**config.mk**
```make
export PLATFORM = sky130hd
export DESIGN_NAME = g2e_queue
export DESIGN_NICKNAME = d
export VERILOG_FILES = /design/src/sv/g2e_pkg.sv /design/src/sv/g2e_queue.sv
export SDC_FILE = /design/constraint.sdc
export NUM_CORES = 1
export LEC_CHECK = 0
export BUFFER_PORTS_ARGS = -buffer_cell sky130_fd_sc_hd__buf_2
export CORE_MARGIN = 2
export CORE_UTILIZATION = 45
export DETAILED_ROUTE_END_ITERATION = 10
export PLACE_DENSITY = 0.71
export SLEW_MARGIN = 10
export SYNTH_ARGS = -nofsm -noshare
export SYNTH_HDL_FRONTEND = slang
export SYNTH_SLANG_ARGS = --single-unit
```
**constraint.sdc**
```tcl
create_clock -name clock -period 7.4 [get_ports clock]
set_input_delay 0.74 -clock clock [delete_from_list [all_inputs] [get_ports clock]]
set_output_delay 0.74 -clock clock [all_outputs]
set_load 0.01 [all_outputs]
```
**src/sv/g2e_pkg.sv**
```systemverilog
// ----------------------------------------------------------------------------
// g2e_pkg
// types, constants and elaboration-time table builders for the enu converter
// ----------------------------------------------------------------------------
package g2e_pkg;

   // register indexes
   localparam logic [1:0] REG_HOME_LON    = 2'd0;
   localparam logic [1:0] REG_HOME_LAT    = 2'd1;
   localparam logic [1:0] REG_HOME_HEIGHT = 2'd2;
   localparam logic [1:0] REG_HOME_VALID  = 2'd3;

   localparam longint ONE_Q60   = 64'sd1 <<< 60;
   localparam longint THREE_Q60 = 3 * ONE_Q60;

   // earth radius in mm
   localparam logic signed [34:0] EARTH_RADIUS_MM = 35'sd6371000000;

   // item passed from front to back
   typedef struct packed {
      logic signed [31:0] fix_longitude;
      logic signed [30:0] fix_latitude;
      logic signed [26:0] fix_height;
      logic signed [31:0] home_lon;
      logic signed [30:0] home_lat;
      logic signed [34:0] rad_fix;
      logic signed [34:0] rad_home;
      logic               home_valid;
   } g2e_item_type;

   // sine and cosine of both fix angles
   typedef struct packed {
      logic signed [63:0] sl;
      logic signed [63:0] cl;
      logic signed [63:0] sp;
      logic signed [63:0] cp;
   } g2e_trig_type;

   // delayed sideband of one item
   typedef struct packed {
      logic signed [26:0] height;
      logic               hv;
   } g2e_side_type;

   // radii of fix and home
   typedef struct packed {
      logic signed [34:0] rad_fix;
      logic signed [34:0] rad_home;
   } g2e_rad_type;

   // rotation factors cl*sp and sl*sp
   typedef struct packed {
      logic signed [63:0] u;
      logic signed [63:0] v;
   } g2e_uv_type;

   // v divided by the k-th odd number
   function automatic longint odd_div(longint v, int k);
      longint r;
      case (k)
         0:  r = v;
         1:  r = v / 3;
         2:  r = v / 5;
         3:  r = v / 7;
         4:  r = v / 9;
         5:  r = v / 11;
         6:  r = v / 13;
         7:  r = v / 15;
         8:  r = v / 17;
         9:  r = v / 19;
         10: r = v / 21;
         11: r = v / 23;
         12: r = v / 25;
         13: r = v / 27;
         14: r = v / 29;
         15: r = v / 31;
         16: r = v / 33;
         17: r = v / 35;
         18: r = v / 37;
         19: r = v / 39;
         20: r = v / 41;
         21: r = v / 43;
         22: r = v / 45;
         23: r = v / 47;
         24: r = v / 49;
         25: r = v / 51;
         26: r = v / 53;
         27: r = v / 55;
         28: r = v / 57;
         29: r = v / 59;
         default: r = 0;
      endcase
      return r;
   endfunction

   // atan(1/5) in q60, truncated series
   function automatic longint atan_recip5();
      longint sum;
      longint p;
      longint t;
      sum = 0;
      p = ONE_Q60 / 5;
      for (int k = 0; k < 30; k++) begin
         if (p != 0) begin
            t = odd_div(p, k);
            sum = (k % 2 == 1) ? sum - t : sum + t;
            p = p / 25;
         end
      end
      return sum;
   endfunction

   // atan(1/239) in q60, truncated series
   function automatic longint atan_recip239();
      longint sum;
      longint p;
      longint t;
      sum = 0;
      p = ONE_Q60 / 239;
      for (int k = 0; k < 30; k++) begin
         if (p != 0) begin
            t = odd_div(p, k);
            sum = (k % 2 == 1) ? sum - t : sum + t;
            p = p / 57121;
         end
      end
      return sum;
   endfunction

   localparam longint QUARTER_PI_Q60 = 4 * atan_recip5() - atan_recip239();
   localparam longint PI_Q60         = 4 * QUARTER_PI_Q60;
   localparam longint HALF_PI_Q60    = PI_Q60 / 2;
   localparam longint DEG7_TO_RAD    = ((PI_Q60 / 1800000000) <<< 10)
                                     + ((PI_Q60 % 1800000000) <<< 10) / 1800000000;

   // cordic arctangent of 2^-i in q60
   function automatic longint atan_q60(int i);
      longint sum;
      longint t;
      sum = 0;
      if (i == 0) begin
         sum = QUARTER_PI_Q60;
      end else begin
         for (int k = 0; k < 30; k++) begin
            if (i * (2 * k + 1) <= 60) begin
               t = odd_div(64'sd1 <<< (60 - i * (2 * k + 1)), k);
               sum = (k % 2 == 1) ? sum - t : sum + t;
            end
         end
      end
      return sum;
   endfunction

   // exact product shifted right, truncated toward zero
   function automatic longint mulshift_c(longint a, longint b, int s);
      logic [63:0]  ua;
      logic [63:0]  ub;
      logic [127:0] p;
      logic [63:0]  r;
      logic         neg;
      neg = (a < 0) != (b < 0);
      ua = (a < 0) ? 64'(-a) : 64'(a);
      ub = (b < 0) ? 64'(-b) : 64'(b);
      p = {64'd0, ua} * {64'd0, ub};
      r = 64'(p >> s);
      r[63] = 1'b0;
      return neg ? -longint'(r) : longint'(r);
   endfunction

   // reciprocal of the cordic gain, newton iteration in q60
   function automatic longint cordic_inv_gain(int stages);
      longint prod;
      longint y;
      longint t;
      prod = ONE_Q60;
      for (int i = 0; i < stages; i++) begin
         if (2 * i < 63) prod = prod + (prod >>> (2 * i));
      end
      y = THREE_Q60 / 5;
      for (int it = 0; it < 8; it++) begin
         t = mulshift_c(y, y, 60);
         t = mulshift_c(prod, t, 60);
         y = mulshift_c(y, THREE_Q60 - t, 61);
      end
      return y;
   endfunction

endpackage

```
**src/sv/g2e_queue.sv**
```systemverilog
// ----------------------------------------------------------------------------
// g2e_queue
// small fifo between the accepting front and the arithmetic back
// ----------------------------------------------------------------------------
module g2e_queue #(
   parameter int DEPTH = 4
) (
   input  logic                  clock,
   input  logic                  reset,
   input  logic                  push,
   input  g2e_pkg::g2e_item_type din,
   input  logic                  pop,
   output g2e_pkg::g2e_item_type dout,
   output logic                  full,
   output logic                  empty
);
   localparam int PW = (DEPTH > 1) ? $clog2(DEPTH) : 1;
   localparam int CW = $clog2(DEPTH + 1);

   g2e_pkg::g2e_item_type mem_ff [0:DEPTH-1];
   logic [PW-1:0] wr_ptr_ff, wr_ptr_in;
   logic [PW-1:0] rd_ptr_ff, rd_ptr_in;
   logic [CW-1:0] count_ff, count_in;

   assign full  = (count_ff == CW'(DEPTH));
   assign empty = (count_ff == '0);
   assign dout  = mem_ff[rd_ptr_ff];

   // pointer and count update
   always_comb begin
      wr_ptr_in = wr_ptr_ff;
      rd_ptr_in = rd_ptr_ff;
      count_in  = count_ff;
      if (push) wr_ptr_in = (wr_ptr_ff == PW'(DEPTH - 1)) ? '0 : wr_ptr_ff + 1'b1;
      if (pop)  rd_ptr_in = (rd_ptr_ff == PW'(DEPTH - 1)) ? '0 : rd_ptr_ff + 1'b1;
      if (push && !pop) count_in = count_ff + 1'b1;
      else if (pop && !push) count_in = count_ff - 1'b1;
   end

   always_ff @(posedge clock) begin
      if (reset) begin
         wr_ptr_ff <= '0;
         rd_ptr_ff <= '0;
         count_ff  <= '0;
      end else begin
         wr_ptr_ff <= wr_ptr_in;
         rd_ptr_ff <= rd_ptr_in;
         count_ff  <= count_in;
      end
   end

   // storage
   always_ff @(posedge clock) begin
      if (push) mem_ff[wr_ptr_ff] <= din;
   end
endmodule

```
* Word level (Yosys, flattened, before mapping)
Memory sizes are Yosys's and may differ from the RTL's. A register that Yosys moved wholly into a read port is not among the register bits. Index checks and enable logic that the tools add are counted.
Storage, ports and cells: flip-flop bits (word level) 7, bits in writable memories 896, bits of input ports 228, output and inout bits 226, word-level logic and storage cells 25, memories kept 1
Memories:
- mem_ff | words 4, bits a word 224, rd ports 1, clocked after Yosys merged registers in 1, wr ports 1, line g2e_queue.sv:20 | g2e_pkg::g2e_item_type mem_ff [0:DEPTH-1];
Operators by class: add/subtract/negate cells 4, equality and inequality tests 3, multiplexer cells 8, reductions and logical operators 6
Operator list (number):
- $mux W2 | 4
- $mux W3 | 2
- $add A2 B1 Y2 const B | 2
- $eq A2 B2 Y1 const B | 2
- $add A3 B1 Y3 const B | 1
- $eq A3 B3 Y1 const B | 1
- $logic_not A3 Y1 | 1
- $sub A3 B1 Y3 const B | 1
- $logic_and A1 B1 Y1 | 2
- $logic_not A1 Y1 | 2
- $mux W1 | 2
- $reduce_bool A2 Y1 | 1

* Longest topological paths before layout
Gate-level depths: netlist of the first run.
word-level depth 4, gate-level depth with buffers 7, gate-level depth less buffers 7

* Least setup slack after synthesis of the first run
No wires, ideal clock.
path kind input -> register, from input port push, to memory mem_ff[0][0] (netlist name) (enable), setup time 0.612 ns, arrival time 5.813 ns, data required time 6.788 ns, setup slack 0.976 ns, stages on the path 1, path buffers 0, cell sequence and2_1
Between the ends: longest elaborated chain between the ends 2
RTL lines:
- start, declared | line g2e_queue.sv:10 | input logic push,
- $mux W1 | line g2e_queue.sv:54 | if (push) mem_ff[wr_ptr_ff] <= din;
- $mux W1 (not written as such) | line g2e_queue.sv:54
- end, declared | line g2e_queue.sv:20
No other way between the ends.

==> impl_metrics.json, run 1 <==
{
  "ioPinCount": 454,
  "rows": 98,
  "cts.sinks": 905,
  "grt_max_degree": 117,
  "peakVddDrop_mv": 0.2166,
  "clkTransAtPathRegs_ps": 60,
  "yosysUniqueCellTypes": 18,
  "post-route-period-util": 0.5217,
  "dp_cells": 2582,
  "worst_slew_pin_slew_ps": 1059,
  "outcome": "finished, final reports clean",
  "drive_gt1_frac": 0.4562,
  "fp.dieArea_sq_um": 74960,
  "cts_buffers": 90,
  "multiInputGateArea_sq_um": 5300,
  "power_frac_clock": 0.383,
  "setup-tns-final_ps": 0,
  "dp_hpwl_um": 38110,
  "ys_warn_count": 0,
  "ant_nets": 0,
  "h-tree-depth": 3,
  "clockBufferDepth": 3,
  "pwr-share-comb": 0.082,
  "switchingPower_w": 0.002400,
  "cts_setup_buffers": 0,
  "grt_pass1_vias": 15490,
  "startpoint_type": "flip-flop",
  "cts_resized": 0,
  "slew_headroom": 0.2939,
  "finish.utilization": 0.5417,
  "syn_inst": 1214,
  "synth-seq-area-share": 0.8270,
  "intPower_w": 0.008720,
  "grt_overflow": 0,
  "cts_tree": "yes",
  "cts_root_buffer": "clkbuf_16",
  "start_util": 0.4566,
  "hp-start": "din[89]",
  "period_needed_ps": 3861,
  "avgSynthCellArea_sq_um": 26.98,
  "fillers": 5409,
  "yosys-top-cells-area": "edfxtp_1 82%, mux4_2 15%, buf_6 0.65%",
  "netlist.area_leader.share": 0.8215,
  "rsz0062_at_grt": "false",
  "required_ps": 6660,
  "r2r_start": "wr_ptr_ff[0]$_SDFFE_PP0P_",
  "route.detailed.drc": 0,
  "slew_violations": 0,
  "gp_congestion": 0.7475,
  "drt_first_pass_iters": 5,
  "synth_area_sq_um": 32750,
  "layout_commonest_cell": "edfxtp_1",
  "synth_top_area_cell": "edfxtp_1",
  "die_w_um": 273.8,
  "hold_viol_final": 0,
  "seqPwrFrac": 0.535,
  "wl_um": 64020,
  "leakagePower_nw": 12.90,
  "viasPerCell": 5.299,
  "path_max_fanout": 102,
  "wl_per_cell_um": 23.25,
  "clock_skew_ps": 13.87,
  "final_cell_count_no_fill": 2754,
  "grt_pass1_wl_um": 94600,
  "switching_share": 0.2158,
  "powerDensity_nw_per_um2": 286.2,
  "grt_usage": 0.1686,
  "critPathArrivalTime_ps": 3120,
  "io_buffer_count": 453,
  "seq_area_sq_um": 27090,
  "ys_ff_latch": 905,
  "nets": 1959,
  "hp-class": "in -> reg",
  "synth_fp_nets": 1449,
  "drt_iter0_markers": 1167,
  "cp-end-kind": "output pin",
  "path_class": "reg -> out",
  "antenna_found_initial": 23,
  "fmax_mhz": 259.0,
  "die_y_um": 273.8,
  "dr_total_vias": 14590,
  "setup_violations": 0,
  "maxCapViolations": 0,
  "clk_latency_ps": 620,
  "final_cell_mix": "896 x edfxtp_1, 453 x buf_2, 224 x mux4_2, 91 x clkbuf_16, 25 x clkbuf_1",
  "area_growth_syn_to_layout_pct": 18.65,
  "cts_hold_buffers": 0,
  "hold_slack_ps": 333.0,
  "core_sq_um": 71730
}
power by group through the flow:
stage | logic, W | registers, W | clock network [W]
5_1_grt | 0.000989 | 0.00596 | 0.00456
3_3_place_gp | 0.000920 | 0.00604 | 0
4_1_cts | 0.000941 | 0.00595 | 0.00436
6_report | 0.000917 | 0.00595 | 0.00426
3_5_place_dp | 0.000936 | 0.00606 | 0
2_1_floorplan | 0.000539 | 0.00607 | 0
per-stage QoR:
step,area [sq um],total power [W],setup slack (ps)
floorplan,32750,0.006609,975.8
global placement,36060,0.006960,4149
detailed placement,36060,0.006991,4143
CTS,38830,0.01125,3470
global route,38850,0.01151,3291
finish,38860,0.01112,3539
routing by layer:
layer,up-vias,GRT usage,routed length (um)
li1,6337,-,-
met1,7603,0.2139,24740
met2,483,0.2709,31710
met3,143,0.06070,5771
met4,28,0.05723,1626
met5,-,0,173
final cells by class:
class / instances / area share
clock buffers: 118 / 0.06172
multi-input cells: 255 / 0.1364
diodes: 11 / 0.0007084
flip-flops and latches: 905 / 0.6972
inverters: 4 / 0.0003864
repair buffers: 468 / 0.06349
well taps: 950 / 0.03059
clock inverters: 43 / 0.009498
synth_stat cells:
library cell and n:
edfxtp_1 896, mux4_2 224, buf_2 24, buf_6 19, dfxtp_1 9, clkbuf_1 7
nor2_1 7, ha_1 6, and2_1 4, inv_1 4, mux2i_1 4, a21oi_1 2
nor3b_1 2, xor2_1 2, fa_1 1, nor3_1 1, o21ai_0 1, or3_1 1
state kept, by name, summed over array words and instances (netlist names), named ones only:
signal     cells
mem_ff       896
count_ff       3
rd_ptr_ff      2
wr_ptr_ff      2
worst max-delay path, cell delays in order (launching register included):
cell and delay, ps:
dfxtp_4 810, buf_12 550, mux4_2 630, buf_2 160
final timing paths:
path,end,slack [ps],depth (start not counted)
worst max register to register,mem_ff[0][34]$_DFFE_PP_,4580,5
worst max-delay path,dout[102],3540,3
worst min register to register,flip-flop,540,2
worst min-delay path,mem_ff[3][89]$_DFFE_PP_,330,1
cell families (layout without fill, tap and decap cells):
group                    after synthesis  count (layout)  share of synthesized area
flip-flops                           905             905                     0.8270
adder cells (fa/ha/maj)                7               7                   0.002903
other                                  0              11                          0
multiplexers                         228             228                     0.1553
AND/OR/NAND/NOR                       15              15                   0.002368
XOR/XNOR                               2               2                  0.0005349
buffers and inverters                 54             633                    0.01146
AO/OA/AOI/OAI                          3               3                  0.0004583
Note: power is estimated with default switching activity, not from simulation.
==> run 2, diff against run 1 <==
--- a/config.mk
+++ b/config.mk
@@ -5,6 +5,7 @@
 export SDC_FILE = /design/constraint.sdc
 export NUM_CORES = 1
 export LEC_CHECK = 0
+export ABC_AREA = 1
 export BUFFER_PORTS_ARGS = -buffer_cell sky130_fd_sc_hd__buf_2
 export CORE_MARGIN = 2
 export CORE_UTILIZATION = 45
==> constraint.sdc (replaced) <==
create_clock -name clock -period 4 [get_ports clock]
set_input_delay 0.4 -clock clock [delete_from_list [all_inputs] [get_ports clock]]
set_output_delay 0.4 -clock clock [all_outputs]
set_load 0.01 [all_outputs]
==> run 2 against run 1 <==
Critical path depth increased by 2. Core utilization increased by 1.9 points. Clock-buffer cell count decreased by 14. Cell area increased by 7.3%. Worst hold slack got worse by 220 ps. Clock power increased by 86%. Area after synthesis increased by 2.9%. Largest power group unchanged.
==> impl_metrics.json, run 2 <==
{
  "grt.busiest_layer": "met2",
  "worst_slew_pin_slew_ps": 1025,
  "cts_root_buffer": "clkbuf_16",
  "dp_cells": 3526,
  "die_y_um": 277.7,
  "power_frac_clock": 0.376,
  "netlist.area_leader.share": 0.7982,
  "drive_gt1_frac": 0.2105,
  "viasPerCell": 5.428,
  "yosys-top-cells-area": "edfxtp_1 80%, o21ai_0 6.1%, nor2_1 5.1%",
  "hp-class": "in -> reg",
  "cts_buffers": 90,
  "peakVddDrop_mv": 0.4652,
  "layout_commonest_cell": "edfxtp_1",
  "h-tree-depth": 3,
  "largest-register": "mem_ff",
  "synth_common_cells": "896 x edfxtp_1, 456 x nor2_1, 411 x o21ai_0",
  "grt_max_degree": 191,
  "setup_violations": 0,
  "clkTransAtPathRegs_ps": 60,
  "seqPwrFrac": 0.519,
  "synth_fp_nets": 2460,
  "finish.utilization": 0.5610,
  "synth_top_area_cell": "edfxtp_1",
  "post-route-period-util": 0.7754,
  "path_class": "reg -> out",
  "hold_viol_final": 0,
  "syn_inst": 2225,
  "clockBufferDepth": 3,
  "grt_pass1_vias": 22120,
  "reg_top3": "mem_ff x896, count_ff x3",
  "use_met2": 0.3579,
  "powerDensity_nw_per_um2": 505.7,
  "startpoint_type": "flip-flop",
  "grt_use_met1": 0.2411,
  "setup-tns-final_ps": 0,
  "wl_um": 80390,
  "switchingPower_w": 0.004928,
  "largest_reg_flops": 896,
  "route.detailed.drc": 0,
  "cts_tree": "yes",
  "antenna_found_initial": 11,
  "io_buffer_count": 453,
  "avgSynthCellArea_sq_um": 15.15,
  "switching_share": 0.2337,
  "clock_skew_ps": 22.92,
  "ys_warn_count": 0,
  "start_util": 0.4535,
  "cts.sinks": 905,
  "use_met3": 0.05525,
  "core_sq_um": 74320,
  "ys_ff_latch": 905,
  "synth-edff-count": 896,
  "dp_hpwl_um": 43710,
  "path_max_fanout": 141,
  "outcome": "finished, final reports clean",
  "dr_total_vias": 21300,
  "ant_nets": 0,
  "cts_resized": 0,
  "pwr-share-comb": 0.105,
  "yosysMostFrequentCell": "edfxtp_1",
  "drt_iter0_markers": 1910,
  "leakagePower_nw": 14.51,
  "required_ps": 3600,
  "fmax_mhz": 322.4,
  "cp-end-kind": "output pin",
  "synth-seq-area-share": 0.8036,
  "ioPinCount": 454,
  "critPathArrivalTime_ps": 2700,
  "final_cell_mix": "896 x edfxtp_1, 456 x nor2_1, 453 x buf_2, 411 x o21ai_0, 225 x dlygate4sd3_1",
  "rows": 100,
  "synth_area_sq_um": 33710,
  "grt_pass1_wl_um": 122100,
  "cts_setup_buffers": 0,
  "rsz0062_at_grt": "false",
  "area_growth_syn_to_layout_pct": 23.70,
  "drt_first_pass_iters": 5,
  "grt_overflow": 0,
  "async_flop_share": 0,
  "slew_violations": 0,
  "fp.dieArea_sq_um": 77110,
  "slew_headroom": 0.3167,
  "die_w_um": 277.7,
  "gp_congestion": 0.7554,
  "wl_per_cell_um": 20.49,
  "intPower_w": 0.01616,
  "yosysUniqueCellTypes": 24,
  "cts_hold_buffers": 225,
  "period_needed_ps": 3101,
  "maxCapViolations": 0,
  "final_cell_count_no_fill": 3923,
  "synthFlopType": "edfxtp_1",
  "grt_usage": 0.2039,
  "clk_latency_ps": 620,
  "nets": 3109
}
-- run 2: changes by cell type after synthesis, sizes merged, moves of 45 or more --
cell    delta
buf       +45
clkbuf    +53
mux4     -224
nor2     +449
o21ai    +450
o22ai    +224
-- run 2: power by group through the flow --
stage	Sequential [W]	Combinational (W)	Clock, W
2_1_floorplan	0.0112	0.00113	0
3_3_place_gp	0.0111	0.00195	0
3_5_place_dp	0.0111	0.00202	0
4_1_cts	0.0109	0.00222	0.00808
5_1_grt	0.0110	0.00240	0.00848
6_report	0.0109	0.00221	0.00793
-- run 2: cells by family (layout without fill, tap and decap cells) --
kind of cell | count (synthesis) | in the layout | synth area share
xor+xnor | 1 | 1 | 0.0002599
flops | 905 | 905 | 0.8036
other cells | 0 | 9 | 0
simple gates | 470 | 470 | 0.05260
compound gates | 678 | 678 | 0.1090
fa+ha+maj | 7 | 7 | 0.002821
buf+inv | 164 | 884 | 0.03174
-- run 2: through the flow --
stage / power (W) / setup WS, ps / area, sq um / hold WS (ps)
after floorplan: 0.01230 / -352.8 / 33740 / 460.1
after global placement: 0.01307 / 1240 / 36620 / 482.9
after detailed placement: 0.01316 / 1283 / 36620 / 493.3
after CTS: 0.02125 / 830.1 / 41670 / 52.50
after global routing: 0.02185 / 641.3 / 41690 / 96.39
final: 0.02109 / 898.6 / 41700 / 112.3
-- run 2: path summary, 6_finish.rpt --
kind	endpoint	slack, ps	cells after the start	startpoint
hold reg to reg	wr_ptr_ff[1]$_SDFFE_PP0P_	510	2	wr_ptr_ff[1]$_SDFFE_PP0P_
hold / removal	rd_ptr_ff[1]$_SDFFE_PP0P_	110	3	pop
setup / recovery	dout[195]	900	5	flip-flop
setup reg to reg	mem_ff[2][135]$_DFFE_PP_	1310	6	wr_ptr_ff[0]$_SDFFE_PP0P_
-- run 2: worst max-delay path, stage by stage (launching register included) --
cell and delay [ps]:
dfxtp_4 380, clkinv_8 410, buf_4 630, o21ai_0 160, o22ai_1 180, buf_2 180
-- run 2: cell type report --
type,count,area (sq um)
antenna,9,22.52
clock buffer,104,2305
clock inverter,59,491.7
fill,5683,32630
inverter,16,92.59
multi-input combinational,1156,5565
sequential,905,27100
tap,969,1212
timing repair buffer,705,4910
-- run 2: per-layer routing --
metal	share of wire	vias up
met1	0.38	10600
li1	-	9752
met3	0.082	137
met5	0.00051	-
met2	0.51	797
met4	0.024	6
==> run 3, diff against run 2 <==
==> constraint.sdc (replaced) <==
create_clock -name clock -period 3.1 [get_ports clock]
set_input_delay 0.31 -clock clock [delete_from_list [all_inputs] [get_ports clock]]
set_output_delay 0.31 -clock clock [all_outputs]
set_load 0.01 [all_outputs]
==> run 3 against run 2 <==
Global-route usage grew 0.73 points. Critical path type unchanged. Clock skew shrank 3.2 ps. Sequential share of layout area shrank 1.3 points. Clock-buffer cell count grew 10. Cell count grew 1.1%. Register-to-register slack lost 260 ps. Setup slack lost 570 ps. Power grew 34%. Cell area grew 2.0%. First-iteration DRC count shrank 7.5%. Via count grew 2.2%. Core utilization grew 1.1 points.
==> impl_metrics.json, run 3 (same netlist as run 2, synthesis figures left out) <==
{
  "cp-end-kind": "output pin",
  "cts.sinks": 905,
  "cts_resized": 0,
  "cts_hold_buffers": 225,
  "reg_top3": "mem_ff x896, count_ff x3",
  "gp_congestion": 0.7870,
  "maxCapViolations": 0,
  "largest_reg_flops": 896,
  "clk_latency_ps": 620,
  "fillers": 5595,
  "path_class": "reg -> out",
  "io_buffer_count": 453,
  "viasPerCell": 5.486,
  "dr_total_vias": 21770,
  "dp_slack_ps": 1063,
  "largest-register": "mem_ff",
  "route.detailed.drc": 0,
  "outcome": "finished, final reports clean",
  "hold_depth": 3,
  "r2r_setup_slack_ps": 1050,
  "grt_pass1_vias": 22620,
  "powerDensity_nw_per_um2": 666.4,
  "startpoint_type": "flip-flop",
  "path_max_fanout": 136,
  "reg2reg_depth": 5,
  "setup_violations": 0,
  "dp_hpwl_um": 48060,
  "switchingPower_w": 0.006652,
  "fmax_mhz": 361.1,
  "switching_share": 0.2348,
  "worst_slew_pin_slew_ps": 808.0,
  "clock_skew_ps": 19.67,
  "p_total_w": 0.02833,
  "final_cell_mix": "896 x edfxtp_1, 456 x nor2_1, 453 x buf_2, 411 x o21ai_0, 225 x dlygate4sd3_1",
  "antenna_found_initial": 15,
  "wl_per_cell_um": 21.10,
  "die_y_um": 277.7,
  "clkTransAtPathRegs_ps": 60,
  "period_needed_ps": 2770,
  "layout_commonest_cell": "edfxtp_1",
  "drt_iter0_markers": 1766,
  "seqPwrFrac": 0.498,
  "grt_usage": 0.2112,
  "slew_violations": 0,
  "cts_root_buffer": "clkbuf_16",
  "drive_gt1_frac": 0.2253,
  "rsz0062_at_grt": "false",
  "leakagePower_nw": 14.90,
  "post-route-period-util": 0.8934,
  "timing.final.ws_setup_ps": 330.5,
  "grt_overflow": 0,
  "setup-tns-final_ps": 0,
  "power_frac_clock": 0.397,
  "cts_tree": "yes",
  "nets": 3150,
  "peakVddDrop_mv": 0.5643,
  "area_growth_syn_to_layout_pct": 26.14,
  "ant_nets": 0,
  "clockBufferDepth": 3,
  "start_util": 0.4535,
  "drt_first_pass_iters": 7,
  "rows": 100,
  "ioPinCount": 454,
  "h-tree-depth": 3,
  "hp-class": "in -> reg",
  "slew_headroom": 0.4614,
  "cts_setup_buffers": 0,
  "wl_um": 83730,
  "intPower_w": 0.02168,
  "die_w_um": 277.7,
  "hold_viol_final": 0,
  "grt_max_degree": 142,
  "grt_pass1_wl_um": 126200,
  "cts_buffers": 92,
  "pwr-share-comb": 0.105,
  "core_sq_um": 74320,
  "fp.dieArea_sq_um": 77110,
  "critPathArrivalTime_ps": 2460,
  "required_ps": 2790
}
[run 3: changes by cell type in the layout (fill, tap and decap cells not counted), sizes merged]
cell / change
inv: +3
clkinvlp: +3
clkbuf: +10
clkinv: -16
bufinv: +7
buf: +39
diode: -1
[run 3: worst max-delay path, stage by stage, from the launching register on]
cell and delay, ps:
dfxtp_4 440, buf_12 390, o21ai_0 190, o22ai_1 400, buf_2 210
[run 3: stage by stage]
step | hold slack [ps] | instance area, sq um | util | cells
global route | 76.10 | 42510 | 0.5720 | 3967
detailed placement | 491.7 | 37140 | 0.4997 | 3565
floorplan | 375.0 | 33740 | - | 2225
finish | 47.34 | 42520 | 0.5721 | 3968
global placement | 469.1 | 37140 | 0.4997 | 3565
CTS | 18.95 | 42500 | 0.5718 | 3960
[run 3: power groups by stage]
| stage | clock network (W) | logic, W | registers (W) |
|---|---|---|---|
| after floorplan | 0 | 0.00146 | 0.0144 |
| after global routing | 0.0119 | 0.00321 | 0.0141 |
| after CTS | 0.0114 | 0.00296 | 0.0141 |
| after detailed placement | 0 | 0.00270 | 0.0144 |
| final | 0.0112 | 0.00297 | 0.0141 |
| after global placement | 0 | 0.00263 | 0.0143 |
[run 3: layout make-up]
class                           instances  area (sq um)  area share
Inverter                               16         92.59    0.002178
Clock buffer                          114          2385     0.05609
Timing Repair Buffer                  744          5428      0.1277
Tap cell                              969          1212     0.02852
Antenna cell                            8         20.02   0.0004709
Multi-Input combinational cell       1156          5565      0.1309
Sequential cell                       905         27100      0.6373
Clock inverter                         56         718.2     0.01689
[run 3: final timing paths]
kind / endpoint / startpoint
max reg2reg: mem_ff[3][113]$_DFFE_PP_ / wr_ptr_ff[0]$_SDFFE_PP0P_
max: dout[99] / flip-flop
min: flip-flop / pop
min reg2reg: wr_ptr_ff[1]$_SDFFE_PP0P_ / wr_ptr_ff[1]$_SDFFE_PP0P_
[run 3: metal layers]
metal  vias to the layer above  track usage  part of all wire
met1                     10860       0.2532              0.38
met2                       875       0.3649              0.50
met4                        12      0.07346             0.028
met5                         -            0            0.0010
met3                       176      0.06047             0.089
li1                       9846            -                 -
